===== config.mk =====
export PLATFORM = sky130hd
export DESIGN_NAME = bitmap_block_allocator
export DESIGN_NICKNAME = d
export VERILOG_FILES = /design/src/rtl/bba_pkg.sv /design/src/rtl/bba_front.sv /design/src/rtl/bba_back.sv /design/src/rtl/bitmap_block_allocator.sv
export SDC_FILE = /design/constraint.sdc
export NUM_CORES = 2
export LEC_CHECK = 0
export BUFFER_PORTS_ARGS = -buffer_cell sky130_fd_sc_hd__buf_2
export CORE_MARGIN = 2
export CORE_UTILIZATION = 45
export CTS_CLUSTER_SIZE = 28
export DETAILED_ROUTE_END_ITERATION = 16
export PLACE_DENSITY = 0.61
export SKIP_CTS_REPAIR_TIMING = 1
export SLEW_MARGIN = 0
export SYNTH_ARGS = -nofsm -noshare
export SYNTH_HDL_FRONTEND = slang
export SYNTH_MEMORY_MAX_BITS = 65536
export SYNTH_SLANG_ARGS = --single-unit

===== constraint.sdc =====
create_clock -name clk -period 8.2 [get_ports clk]
set_input_delay 1.64 -clock clk [delete_from_list [all_inputs] [get_ports clk]]
set_output_delay 1.64 -clock clk [all_outputs]
set_load 0.01 [all_outputs]

===== src/rtl/bba_pkg.sv =====
package bba_pkg;

  localparam int MapBits  = 4096;
  localparam int MapWords = 64;
  localparam int WordW    = 64;
  localparam int AddrW    = 12;
  localparam int CountW   = 13;
  localparam int WIdxW    = 6;
  localparam int BIdxW    = 6;

  // Input command codes
  localparam logic [2:0] CMD_READ   = 3'd0;
  localparam logic [2:0] CMD_SET    = 3'd1;
  localparam logic [2:0] CMD_CLEAR  = 3'd2;
  localparam logic [2:0] CMD_SETR   = 3'd3;
  localparam logic [2:0] CMD_CLEARR = 3'd4;
  localparam logic [2:0] CMD_ALLOC  = 3'd5;

  // Result status codes
  localparam logic [1:0] ST_OK   = 2'd0;
  localparam logic [1:0] ST_OOB  = 2'd1;
  localparam logic [1:0] ST_FULL = 2'd2;

  typedef enum logic [1:0] {
    OP_NONE,
    OP_READ,
    OP_WRITE,
    OP_ALLOC
  } bba_op_t;

  // One classified job passed from front to back
  typedef struct packed {
    bba_op_t                  op;
    logic                     set_val;
    logic [AddrW-1:0]         start;
    logic [CountW-1:0]        stop;     // exclusive end, above start for real work
    logic [1:0]               status;
  } bba_job_t;

  // Index of lowest set bit of a word
  function automatic logic [BIdxW-1:0] first_one(input logic [WordW-1:0] w);
    logic [BIdxW-1:0] idx;
    idx = '0;
    for (int i = WordW - 1; i >= 0; i--) begin
      if (w[i]) idx = BIdxW'(i);
    end
    return idx;
  endfunction

endpackage


===== src/rtl/bba_front.sv =====
module bba_front (
  input  logic                    clk,
  input  logic                    rst_n,
  input  logic                    in_tvalid,
  output logic                    in_tready,
  input  logic [2:0]              cmd,
  input  logic [11:0]             addr,
  input  logic [12:0]             cnt,
  input  logic [12:0]             map_size,
  output logic                    job_valid,
  output bba_pkg::bba_job_t       job,
  input  logic                    job_pop
);
  import bba_pkg::*;

  bba_job_t    q_r [2];
  logic        wptr_r, rptr_r;
  logic [1:0]  cnt_r;
  logic [12:0] size;
  logic [13:0] sum;
  logic [12:0] cl_end;
  bba_job_t    cls;
  logic        push;

  // Clamp size to the map and classify the command
  always_comb begin
    size   = (map_size > 13'(MapBits)) ? 13'(MapBits) : map_size;
    sum    = {2'b0, addr} + {1'b0, cnt};
    cl_end = (sum > {1'b0, size}) ? size : sum[12:0];
    cls         = '0;
    cls.op      = OP_NONE;
    cls.start   = addr;
    cls.stop    = {1'b0, addr} + 13'd1;
    cls.set_val = (cmd == CMD_SET) || (cmd == CMD_SETR);
    case (cmd)
      CMD_READ, CMD_SET, CMD_CLEAR: begin
        if ({1'b0, addr} >= size) cls.status = ST_OOB;
        else cls.op = (cmd == CMD_READ) ? OP_READ : OP_WRITE;
      end
      CMD_SETR: begin
        if (sum > {1'b0, size}) cls.status = ST_OOB;
        else if (cnt != '0) begin
          cls.op   = OP_WRITE;
          cls.stop = sum[12:0];
        end
      end
      CMD_CLEARR: begin
        if ({1'b0, addr} < cl_end) begin
          cls.op   = OP_WRITE;
          cls.stop = cl_end;
        end
      end
      CMD_ALLOC: begin
        if ({1'b0, addr} >= size) cls.status = ST_FULL;
        else begin
          cls.op   = OP_ALLOC;
          cls.stop = size;
        end
      end
      default: cls.status = ST_OK;
    endcase
  end

  // Two-entry queue toward the back end
  assign in_tready = (cnt_r != 2'd2);
  assign push      = in_tvalid && in_tready;
  assign job_valid = (cnt_r != 2'd0);
  assign job       = q_r[rptr_r];

  always_ff @(posedge clk) begin
    if (!rst_n) begin
      wptr_r <= 1'b0;
      rptr_r <= 1'b0;
      cnt_r  <= 2'd0;
    end else begin
      if (push) wptr_r <= ~wptr_r;
      if (job_pop) rptr_r <= ~rptr_r;
      cnt_r <= cnt_r + 2'(push) - 2'(job_pop);
    end
  end

  always_ff @(posedge clk) begin
    if (push) q_r[wptr_r] <= cls;
  end

endmodule


===== src/rtl/bba_back.sv =====
module bba_back (
  input  logic                    clk,
  input  logic                    rst_n,
  input  logic                    job_valid,
  input  bba_pkg::bba_job_t       job,
  output logic                    job_pop,
  output logic                    out_tvalid,
  input  logic                    out_tready,
  output logic [15:0]             out_tdata
);
  import bba_pkg::*;

  typedef enum logic [3:0] {
    S_IDLE = 4'b0001,
    S_READ = 4'b0010,
    S_MOD  = 4'b0100,
    S_OUT  = 4'b1000
  } state_t;

  state_t            state_r, state_nxt;
  bba_job_t          job_r;
  logic [WIdxW-1:0]  w_r, w_nxt;
  logic [WordW-1:0]  mem [MapWords];
  logic [WordW-1:0]  mem_q;
  logic [MapWords-1:0] valid_r;
  logic              vq_r;
  logic [WordW-1:0]  d, lo_m, hi_m, mask, cand, wdata;
  logic              we, rd_en;
  logic [WIdxW-1:0]  last_w;
  logic [AddrW-1:0]  stop_m1;
  logic              bit_r, bit_nxt;
  logic [AddrW-1:0]  fnd_r, fnd_nxt;
  logic [1:0]        st_r, st_nxt;
  logic              ov_r;
  logic [BIdxW-1:0]  fidx;

  assign stop_m1 = AddrW'(job_r.stop - 13'd1);
  assign last_w  = stop_m1[AddrW-1:BIdxW];
  assign d       = vq_r ? mem_q : '0;

  // Build the mask of bits in range within the current word
  always_comb begin
    lo_m = (w_r == job_r.start[AddrW-1:BIdxW]) ? ({WordW{1'b1}} << job_r.start[BIdxW-1:0])
                                              : {WordW{1'b1}};
    if (w_r == last_w && job_r.stop[BIdxW-1:0] != '0)
      hi_m = ~({WordW{1'b1}} << job_r.stop[BIdxW-1:0]);
    else
      hi_m = {WordW{1'b1}};
    mask = lo_m & hi_m;
    cand = ~d & mask;
    fidx = first_one(cand);
  end

  // Sequence one job word by word
  always_comb begin
    state_nxt = state_r;
    w_nxt     = w_r;
    bit_nxt   = bit_r;
    fnd_nxt   = fnd_r;
    st_nxt    = st_r;
    job_pop   = 1'b0;
    we        = 1'b0;
    rd_en     = 1'b0;
    wdata     = d;
    case (state_r)
      S_IDLE: begin
        if (job_valid) begin
          job_pop = 1'b1;
          w_nxt   = job.start[AddrW-1:BIdxW];
          bit_nxt = 1'b0;
          fnd_nxt = '0;
          st_nxt  = job.status;
          state_nxt = (job.op == OP_NONE) ? S_OUT : S_READ;
        end
      end
      S_READ: begin
        rd_en     = 1'b1;
        state_nxt = S_MOD;
      end
      S_MOD: begin
        case (job_r.op)
          OP_READ: begin
            bit_nxt   = d[job_r.start[BIdxW-1:0]];
            state_nxt = S_OUT;
          end
          OP_WRITE: begin
            we    = 1'b1;
            wdata = job_r.set_val ? (d | mask) : (d & ~mask);
            if (w_r == last_w) state_nxt = S_OUT;
            else begin
              w_nxt     = w_r + 1'b1;
              state_nxt = S_READ;
            end
          end
          OP_ALLOC: begin
            if (cand != '0) begin
              we        = 1'b1;
              wdata     = d | (WordW'(1) << fidx);
              fnd_nxt   = {w_r, fidx};
              state_nxt = S_OUT;
            end else if (w_r == last_w) begin
              st_nxt    = ST_FULL;
              state_nxt = S_OUT;
            end else begin
              w_nxt     = w_r + 1'b1;
              state_nxt = S_READ;
            end
          end
          default: state_nxt = S_OUT;
        endcase
      end
      S_OUT: begin
        if (!ov_r || out_tready) state_nxt = S_IDLE;
      end
      default: state_nxt = S_IDLE;
    endcase
  end

  always_ff @(posedge clk) begin
    if (!rst_n) begin
      state_r <= S_IDLE;
      valid_r <= '0;
      ov_r    <= 1'b0;
    end else begin
      state_r <= state_nxt;
      if (we) valid_r[w_r] <= 1'b1;
      if (state_r == S_OUT && (!ov_r || out_tready)) ov_r <= 1'b1;
      else if (out_tready) ov_r <= 1'b0;
    end
  end

  always_ff @(posedge clk) begin
    w_r   <= w_nxt;
    bit_r <= bit_nxt;
    fnd_r <= fnd_nxt;
    st_r  <= st_nxt;
    if (job_pop) job_r <= job;
    if (rd_en) begin
      mem_q <= mem[w_r];
      vq_r  <= valid_r[w_r];
    end
    if (we) mem[w_r] <= wdata;
    if (state_r == S_OUT && (!ov_r || out_tready)) out_tdata <= {1'b0, st_r, fnd_r, bit_r};
  end

  assign out_tvalid = ov_r;

  a_write_in_mod: assert property (@(posedge clk) disable iff (!rst_n)
    we |-> state_r == S_MOD) else $error("word write outside modify step");
  a_pop_idle: assert property (@(posedge clk) disable iff (!rst_n)
    job_pop |-> state_r == S_IDLE) else $error("job taken while busy");
  a_word_bound: assert property (@(posedge clk) disable iff (!rst_n)
    (state_r == S_MOD && job_r.op != OP_NONE) |-> w_r <= last_w)
    else $error("scan ran past last word");

endmodule


===== src/rtl/bitmap_block_allocator.sv =====
// Bitmap block allocator: one bit per block, 4096 bits in 64 words of 64 bits,
// all free after reset. A command word enters a two-entry queue and is then
// run by a back end against a single-port word memory, one read-modify-write
// of one word at a time, in a read step and then a modify step. Out-of-bounds
// and empty commands skip the memory; a single-bit access touches one word; a
// range or allocate command repeats both steps for each word it touches, up to
// all 64 words for a full scan. cfg_wr_data sets the number of bits in use and
// must only change while the block is idle.
module bitmap_block_allocator (
  input  logic        clk,
  input  logic        rst_n,
  input  logic        cfg_wr_en,
  input  logic [12:0] cfg_wr_data,   // map_size
  input  logic        in_tvalid,
  output logic        in_tready,
  input  logic [31:0] in_tdata,      // command[2:0], bit_address[14:3], bit_count[27:15]
  output logic        out_tvalid,
  input  logic        out_tready,
  output logic [15:0] out_tdata      // bit_value[0], found_address[12:1], status[14:13]
);
  import bba_pkg::*;

  logic [12:0] map_size_r;
  logic        job_valid, job_pop;
  bba_job_t    job;

  // Hold the map size register
  always_ff @(posedge clk) begin
    if (!rst_n) map_size_r <= 13'(MapBits);
    else if (cfg_wr_en) map_size_r <= cfg_wr_data;
  end

  bba_front u_front (
    .clk       (clk),
    .rst_n     (rst_n),
    .in_tvalid (in_tvalid),
    .in_tready (in_tready),
    .cmd       (in_tdata[2:0]),
    .addr      (in_tdata[14:3]),
    .cnt       (in_tdata[27:15]),
    .map_size  (map_size_r),
    .job_valid (job_valid),
    .job       (job),
    .job_pop   (job_pop)
  );

  bba_back u_back (
    .clk        (clk),
    .rst_n      (rst_n),
    .job_valid  (job_valid),
    .job        (job),
    .job_pop    (job_pop),
    .out_tvalid (out_tvalid),
    .out_tready (out_tready),
    .out_tdata  (out_tdata)
  );

endmodule

Word-level counts from Yosys, hierarchy flattened

Memory sizes are Yosys's and may differ from the RTL's. A register that Yosys moved wholly into a read port is not among the register bits.
Cells that the tools add are included.
W data, S select, Z words.

Shift operators: 3
$mul: 0
Eq/ne operators: 24
$lt $le $gt $ge: 7
Bitwise operators: 11
Divide/modulo/power cells: 0
Reduce and logical (&&, ||, !) cells: 21
$add $sub $neg: 6
Mux-type cells: 133

Operators with widths:

| cell                    | number |
|---|---|
| $mux W6                 | 67 |
| $mux W64                | 6 |
| $and A64 B64 Y64        | 3 |
| $not A64 Y64            | 3 |
| $or A64 B64 Y64         | 3 |
| $pmux W64 S2            | 1 |
| $shl A64 B6 Y64 const A | 2 |
| $mux W13                | 6 |
| $reduce_bool A64 Y1     | 1 |
| $shl A1 B6 Y64 const A  | 1 |
| $pmux W13 S3            | 1 |
| $mux W12                | 3 |
| $pmux W12 S2            | 1 |
| $pmux W6 S2             | 2 |
| $mux W2                 | 11 |
| $mux W1                 | 20 |
| $mux W4                 | 5 |
| $pmux W4 S4             | 1 |
| $add A12 B13 Y14        | 1 |
| $gt A14 B13 Y1          | 1 |
| $lt A6 B7 Y1 const B    | 2 |
| $add A12 B1 Y13 const B | 1 |
| $ge A12 B13 Y1          | 1 |
| $gt A13 B13 Y1 const B  | 1 |
| other kinds (41)        | 61 |

Latch bits: 0
Output and inout bits: 18
Word-level logic and storage cells: 224
Memory bits (writable): 4156
Flip-flop bits (word level): 150
Memories kept: 2
ROM bits: 0
Input port bits: 50

Memories:

| name        | depth | width | read ports | clocked after Yosys merged registers in | wr ports | line            | RTL |
|---|---|---|---|---|---|---|---|
| u_back.mem  | 64    | 64    | 1          | 1                                       | 1        | bba_back.sv:23  | `logic [WordW-1:0] mem [MapWords];` |
| u_front.q_r | 2     | 30    | 1          | 1                                       | 1        | bba_front.sv:16 | `bba_job_t q_r [2];` |

Depth between registers and ports, before layout

Depth in word-level cells: 75
Gate-level depth with buffers: 29
Mapped depth without buffers: 27

Cells and area by module

Synthesis repeated with hierarchy kept, for this count alone.

Cells, all modules: 9525
Area total of the unflattened synthesis: 164900.7 um^2

By module, submodules not included:

| module                 | area an instance (um^2) | cells an instance | seq. area each (um^2) | instances |
|---|---|---|---|---|
| bba_back               | 159535.5                | 9040              | 128223.0              | 1 |
| bba_front              | 4860.9                  | 443               | 1901.8                | 1 |
| bitmap_block_allocator | 504.2                   | 42                | 260.2                 | 1 |

Worst setup path after synthesis

OpenSTA, ideal clock, no wires.

Kind: register to register
From: reg u_back.job_r[5] (netlist bit)
To: mem u_back.mem[0][56] (data pin)
Setup slack: 0.073 ns
Required time: 7.294 ns
Period minus slack after synthesis: 8.127 ns
Arrival: 7.221 ns
Stages on the path, launching flop included: 16
Path buffers: 3
Library setup time: 0.906 ns
Path through: edfxtp_1 > buf_6 > nor4_2 > mux2i_1 > o2111a_1 > o211ai_4 > buf_6 > buf_6 > or4_1 > a32oi_1 > o211ai_1 > a311oi_2 > o211ai_2 > nand2_2 > a21oi_1 > o41ai_1

Cells in the longest elaborated chain, start to end: 75
Elaborated cells on any way between the ends: 83
Those cells by class: 1 x add/sub; 1 x eq/ne; 2 x shift; 69 x mux; 7 x bitwise; 3 x reduce/logical

Ends and longest elaborated chain:

| element                | line            | RTL |
|---|---|---|
| from (decl)            | bba_back.sv:21  | `bba_job_t job_r;` |
| from (signal assigned) | bba_back.sv:137 | `if (job_pop) job_r <= job;` |
| $sub A12 B1 Y12        | bba_back.sv:37  | `assign stop_m1 = AddrW'(job_r.stop - 13'd1);` |
| $eq A6 B6 Y1           | bba_back.sv:45  | `if (w_r == last_w && job_r.stop[BIdxW-1:0] != '0)` |
| $logic_and A1 B1 Y1    | bba_back.sv:45  |  |
| $mux W64 *             | bba_back.sv:45  |  |
| $and A64 B64 Y64 *     | bba_back.sv:49  | `mask = lo_m & hi_m;` |
| $and A64 B64 Y64       | bba_back.sv:50  | `cand = ~d & mask;` |
| $mux W6 (64 in a row)  | bba_pkg.sv:45   | `if (w[i]) idx = BIdxW'(i);` |
| $shl A1 B6 Y64         | bba_back.sv:98  | `wdata = d \| (WordW'(1) << fidx);` |
| $or A64 B64 Y64        | bba_back.sv:98  |  |
| $mux W64               | bba_back.sv:96  | `if (cand != '0) begin` |
| $pmux W64 S2 *         | bba_back.sv:81  | `case (job_r.op)` |
| $mux W64 *             | bba_back.sv:65  | `case (state_r)` |
| via u_back.wdata[56]   | bba_back.sv:27  | `logic [WordW-1:0] d, lo_m, hi_m, mask, cand, wdata;` |
| to (decl)              | bba_back.sv:23  |  |

Mark *: on every way through the listed nets, which the timed path passes. The rest lies on a longest branch.

Worst setup path after layout

From: reg u_back.w_r[0]
To: mem u_back.mem[58][28] (enable)

Cells in the longest elaborated chain, start to end: 11
Elaborated cells on any way between the ends: 13
Those cells by class: 2 x eq/ne; 7 x mux; 2 x bitwise; 2 x reduce/logical

Ends and longest elaborated chain:

| element                       | line            | RTL |
|---|---|---|
| from (decl)                   | bba_back.sv:22  | `logic [WIdxW-1:0] w_r, w_nxt;` |
| from (signal assigned)        | bba_back.sv:133 | `w_r <= w_nxt;` |
| $eq A6 B6 Y1                  | bba_back.sv:45  |  |
| $logic_and A1 B1 Y1           | bba_back.sv:45  |  |
| $mux W64                      | bba_back.sv:45  |  |
| $and A64 B64 Y64              | bba_back.sv:49  |  |
| $and A64 B64 Y64              | bba_back.sv:50  |  |
| $reduce_bool A64 Y1           | bba_back.sv:96  |  |
| $mux W1                       | bba_back.sv:96  |  |
| $pmux W1 S2                   | bba_back.sv:81  |  |
| $mux W1                       | bba_back.sv:65  |  |
| $mux W1                       | bba_back.sv:142 | `if (we) mem[w_r] <= wdata;` |
| $mux W1 (implied by the code) | bba_back.sv:142 |  |

Several ways; a longest one is shown, not always the timed one.

==> metrics <==
count of maximum capacitance violations 1; Final #Nets 9,996; Critical path buffers and inverters 3; number of clock buffers inserted by TritonCTS ~420; met1 routing resource usage after global routing 42.5%; prevailing post-synth register cell edfxtp_1; Net Count, Synth 9,730; mapped cell area 0.165 sq mm; Avg WL per Cell 38.8 um; Int Pwr 0.0396 W; data arrival time at the worst-slack endpoint 7660 ps; share of flip-flops with an asynchronous set or reset 0%; Critical Path Max Stage Delay around 1200 ps; mean cell area of the mapped netlist 17.2 sq um; synthesized instance count ~9,600; post-route total power 0.0570 W; top cell family by delay on the critical path simple AND/OR/NAND/NOR gates; most common cell type on the critical path buf_4; Chip Height 610 um; number of unique standard cell types used by synthesis 100; accumulated negative setup slack 0 ps; Post-route DRC 0; combinational share of power 21.2%; final-report max-slew violation count 0; share of final-layout standard cells stronger than drive strength 1 13.5%; slowest cell on the critical path nor2_4; switching pwr 0.0174 W; DR vias ~100k; fraction of the mapped netlist area in compound gates between 10% and 20%; kind of start point of the critical path flop; worst path cell trace xnor2_1 > nand4_1 > buf_4 > nor2_1 > buf_4 > o21ai_0 > a21boi_0 > a21oi_1 > nand4b_4 > nor3_2 > a31oi_2 > nand2_1 > nor2_4 > buf_4; upper clock frequency limit around 140 MHz; Die Span X 610 um; unrepaired setup endpoints after global routing false; Period Utilization, post-route roughly 86%; M2 GR Usage 46.8%; floorplan core area 0.366 sq mm; number of flops mapped to enable cells by yosys around 4,300; total number of H-tree levels 5; worst IR drop on VDD 300 uV; register area share after synthesis 78.8%; number of hold violations in the final report 0; warning count from the yosys run 0; CTS root buffer clkbuf_16; count of pins on the block boundary just under 70; fraction of synthesized area in multiplexers 0.745%; total detailed-routing wirelength 585 mm; Hold WC Path Type flop to flop; initial core utilization 45.2%; largest family of logic cells by synthesized area compound AO/OA/AOI/OAI gates; number of design-rule violations left by the first detailed-router iteration 17,400; relative area change from synthesis to final layout 14.9%; clock latency of the later-clocked register in the worst-skew pair 1020 ps; maximum fanout along the worst path 38; share of total power consumed by net switching 30.5%; fill count approximately 29,000; most utilized layer in the global route result met2; post-synthesis adder-cell area fraction 0.406%; via count of the first global-routing pass 96,800; routed vias/inst 6.88; critical path start-end classification flop to flop; Static Leakage 58.2 nW; result of the run finished, violations left; Max transition margin between 1 and 1.5%; largest net degree at the start of global routing 114; sum of net half-perimeters after detailed placement 309 mm; XOR/XNOR share of the synthesized area less than 1%; GRT Overall Usage 30.6%; Power Dens Cells 300 mW/mm^2; Antenna Nets Post-Route 0; slew at the pin with the worst max-slew slack roughly 1500 ps; Routability Congestion slightly below 1; Std-Cell Rows 222; detailed-router iteration count before antenna repair 6; I/O Buffers 62; flop and latch count out of synthesis 4,369; number of buffers on the longest clock path 4; clock slew at the register clock pins of the worst setup and hold paths 60 ps; violations in the final reports max-capacitance violations; wire length of the first global-routing pass roughly 800 mm; global-route met3 utilization about 7%; Die Area 0.372 sq mm; clock period minus final worst setup slack 7030 ps; Critical Path Sink Type flop; Setup violations, final 0; data required time at the worst endpoint 8830 ps; Reg power frac 44.8%; TritonCTS clock tree yes; # clock sinks ~4,400; clock tree skew after final layout 83.7 ps; leftover overflow at the end of global routing 0; antenna violations before repair 30; proportion of power drawn by the clock network 34.0%; post-synthesis simple-gate area fraction approximately 3.4%
==> final cells by class <==
type                       instances  area, sq um  area share [%]
clock inverter                   262         2540            1.34
multi-input combinational       4564        33700            17.7
clock buffer                     523        11200            5.88
timing repair buffer             506         5960            3.14
inverter                          28          105          0.0554
antenna                           13         32.5          0.0171
sequential                      4369       130000            68.6
tap                             4816         6030            3.17
==> cells in the final DEF (no fill, tap or decap), types with 21 or more instances in the layout <==
master	netlist	routed
edfxtp_1	4282	4282
a22oi_1	1444	1444
clkbuf_16	0	431
a21oi_1	358	355
a221oi_1	335	335
a22o_1	323	323
a31oi_1	304	298
buf_4	9	259
nand2_1	206	205
nand4_1	196	196
buf_12	0	185
nor2_1	221	154
nand3_1	145	144
clkinv_1	1	97
o21ai_0	106	95
clkinv_2	0	92
clkbuf_1	541	88
dfxtp_1	87	86
o21a_1	79	79
nor2_4	1	67
buf_2	25	62
a41oi_1	57	57
ha_1	52	52
and2_1	53	51
mux2_2	46	46
bufinv_16	0	43
nor4_1	43	41
nor2b_1	35	34
nor3_1	36	34
mux2i_1	33	33
a211oi_1	32	32
o31ai_1	59	31
a21o_1	28	28
o31ai_4	0	28
inv_1	27	27
o22ai_1	27	25
nand2b_1	23	23
xnor2_1	21	21
==> sequential cells by signal, summed over array words and instances, names as in the netlist, 2 cells and up, named ones only <==
name              count
u_back.fnd_r         12
u_back.mem         4096
u_back.mem_q         64
u_back.w_r            6
u_front.cnt_r         2
map_size_r           13
u_front.q_r          58
u_back.job_r         27
u_back.out_tdata     15
u_back.valid_r       64
u_back.state_r        4
u_back.st_r           2
==> path summary, 6_finish.rpt <==
kind | startpoint | endpoint | slack [ps] | depth (start not counted)
max | u_back.w_r[0] | u_back.mem[58][28] | 1170 | 14
min | u_back.fnd_r[6] | u_back.out_tdata[7] | 420 | 0
max reg2reg | u_back.w_r[0] | u_back.mem[58][28] | 1170 | 14
min reg2reg | u_back.fnd_r[6] | u_back.out_tdata[7] | 420 | 0
==> Yosys cell counts, types with 17 or more instances <==
cell	n	share of area [%]
edfxtp_1	4282	78
buf_2	25	0.076
a221oi_1	335	1.8
nor3_1	36	0.11
a22o_1	323	1.7
o22ai_1	27	0.10
ha_1	52	0.39
and3_1	18	0.068
nand2b_1	23	0.087
o21a_1	79	0.36
o31ai_1	59	0.27
a21o_1	28	0.13
mux4_2	17	0.23
nor2b_1	35	0.13
o221ai_1	19	0.10
a31oi_1	304	1.2
dfxtp_1	87	1.1
xnor2_1	21	0.11
buf_1	86	0.20
a22oi_1	1444	6.6
nor2_1	221	0.50
mux2_2	46	0.31
mux2i_1	33	0.20
nand3_1	145	0.44
nor4_1	43	0.16
and2_1	53	0.20
o211ai_1	19	0.086
o21ai_0	106	0.32
nand4_1	196	0.74
a211oi_1	32	0.15
a41oi_1	57	0.30
inv_1	27	0.061
a21oi_1	358	1.1
nand2_1	206	0.47
clkbuf_1	541	1.2
==> cells by family after synthesis <==
family,Yosys count
simple gates,1063
mux,96
buf+inv,694
fa+ha+maj,53
other cells,1
flops,4369
compound gates,3313
xor+xnor,38
==> through the flow <==
step	hold WS (ps)	util, %	setup slack (ps)	instances	cell area, sq um
finish	417	51.9	1170	15100	190000
floorplan	400	-	72.9	9627	165000
global route	431	51.9	924	15100	190000
detailed placement	405	48.2	362	14300	176000
CTS	419	51.9	1380	15100	190000
global placement	407	48.2	154	14300	176000
==> power groups by stage <==
stage               registers, W  clock network, W  logic [W]
floorplan                 0.0260                 0    0.00631
global placement          0.0260                 0     0.0117
detailed placement        0.0260                 0     0.0117
CTS                       0.0255            0.0195     0.0118
global route              0.0255            0.0204     0.0125
finish                    0.0255            0.0194     0.0121
==> per-layer routing <==
layer / wire length, um / share of wire [%]
met2: 264000 / 45
met1: 221000 / 38
met5: 80 / 0.014
met4: 26300 / 4.5
met3: 72900 / 12
No activity file was read; power rests on OpenSTA's default activity.
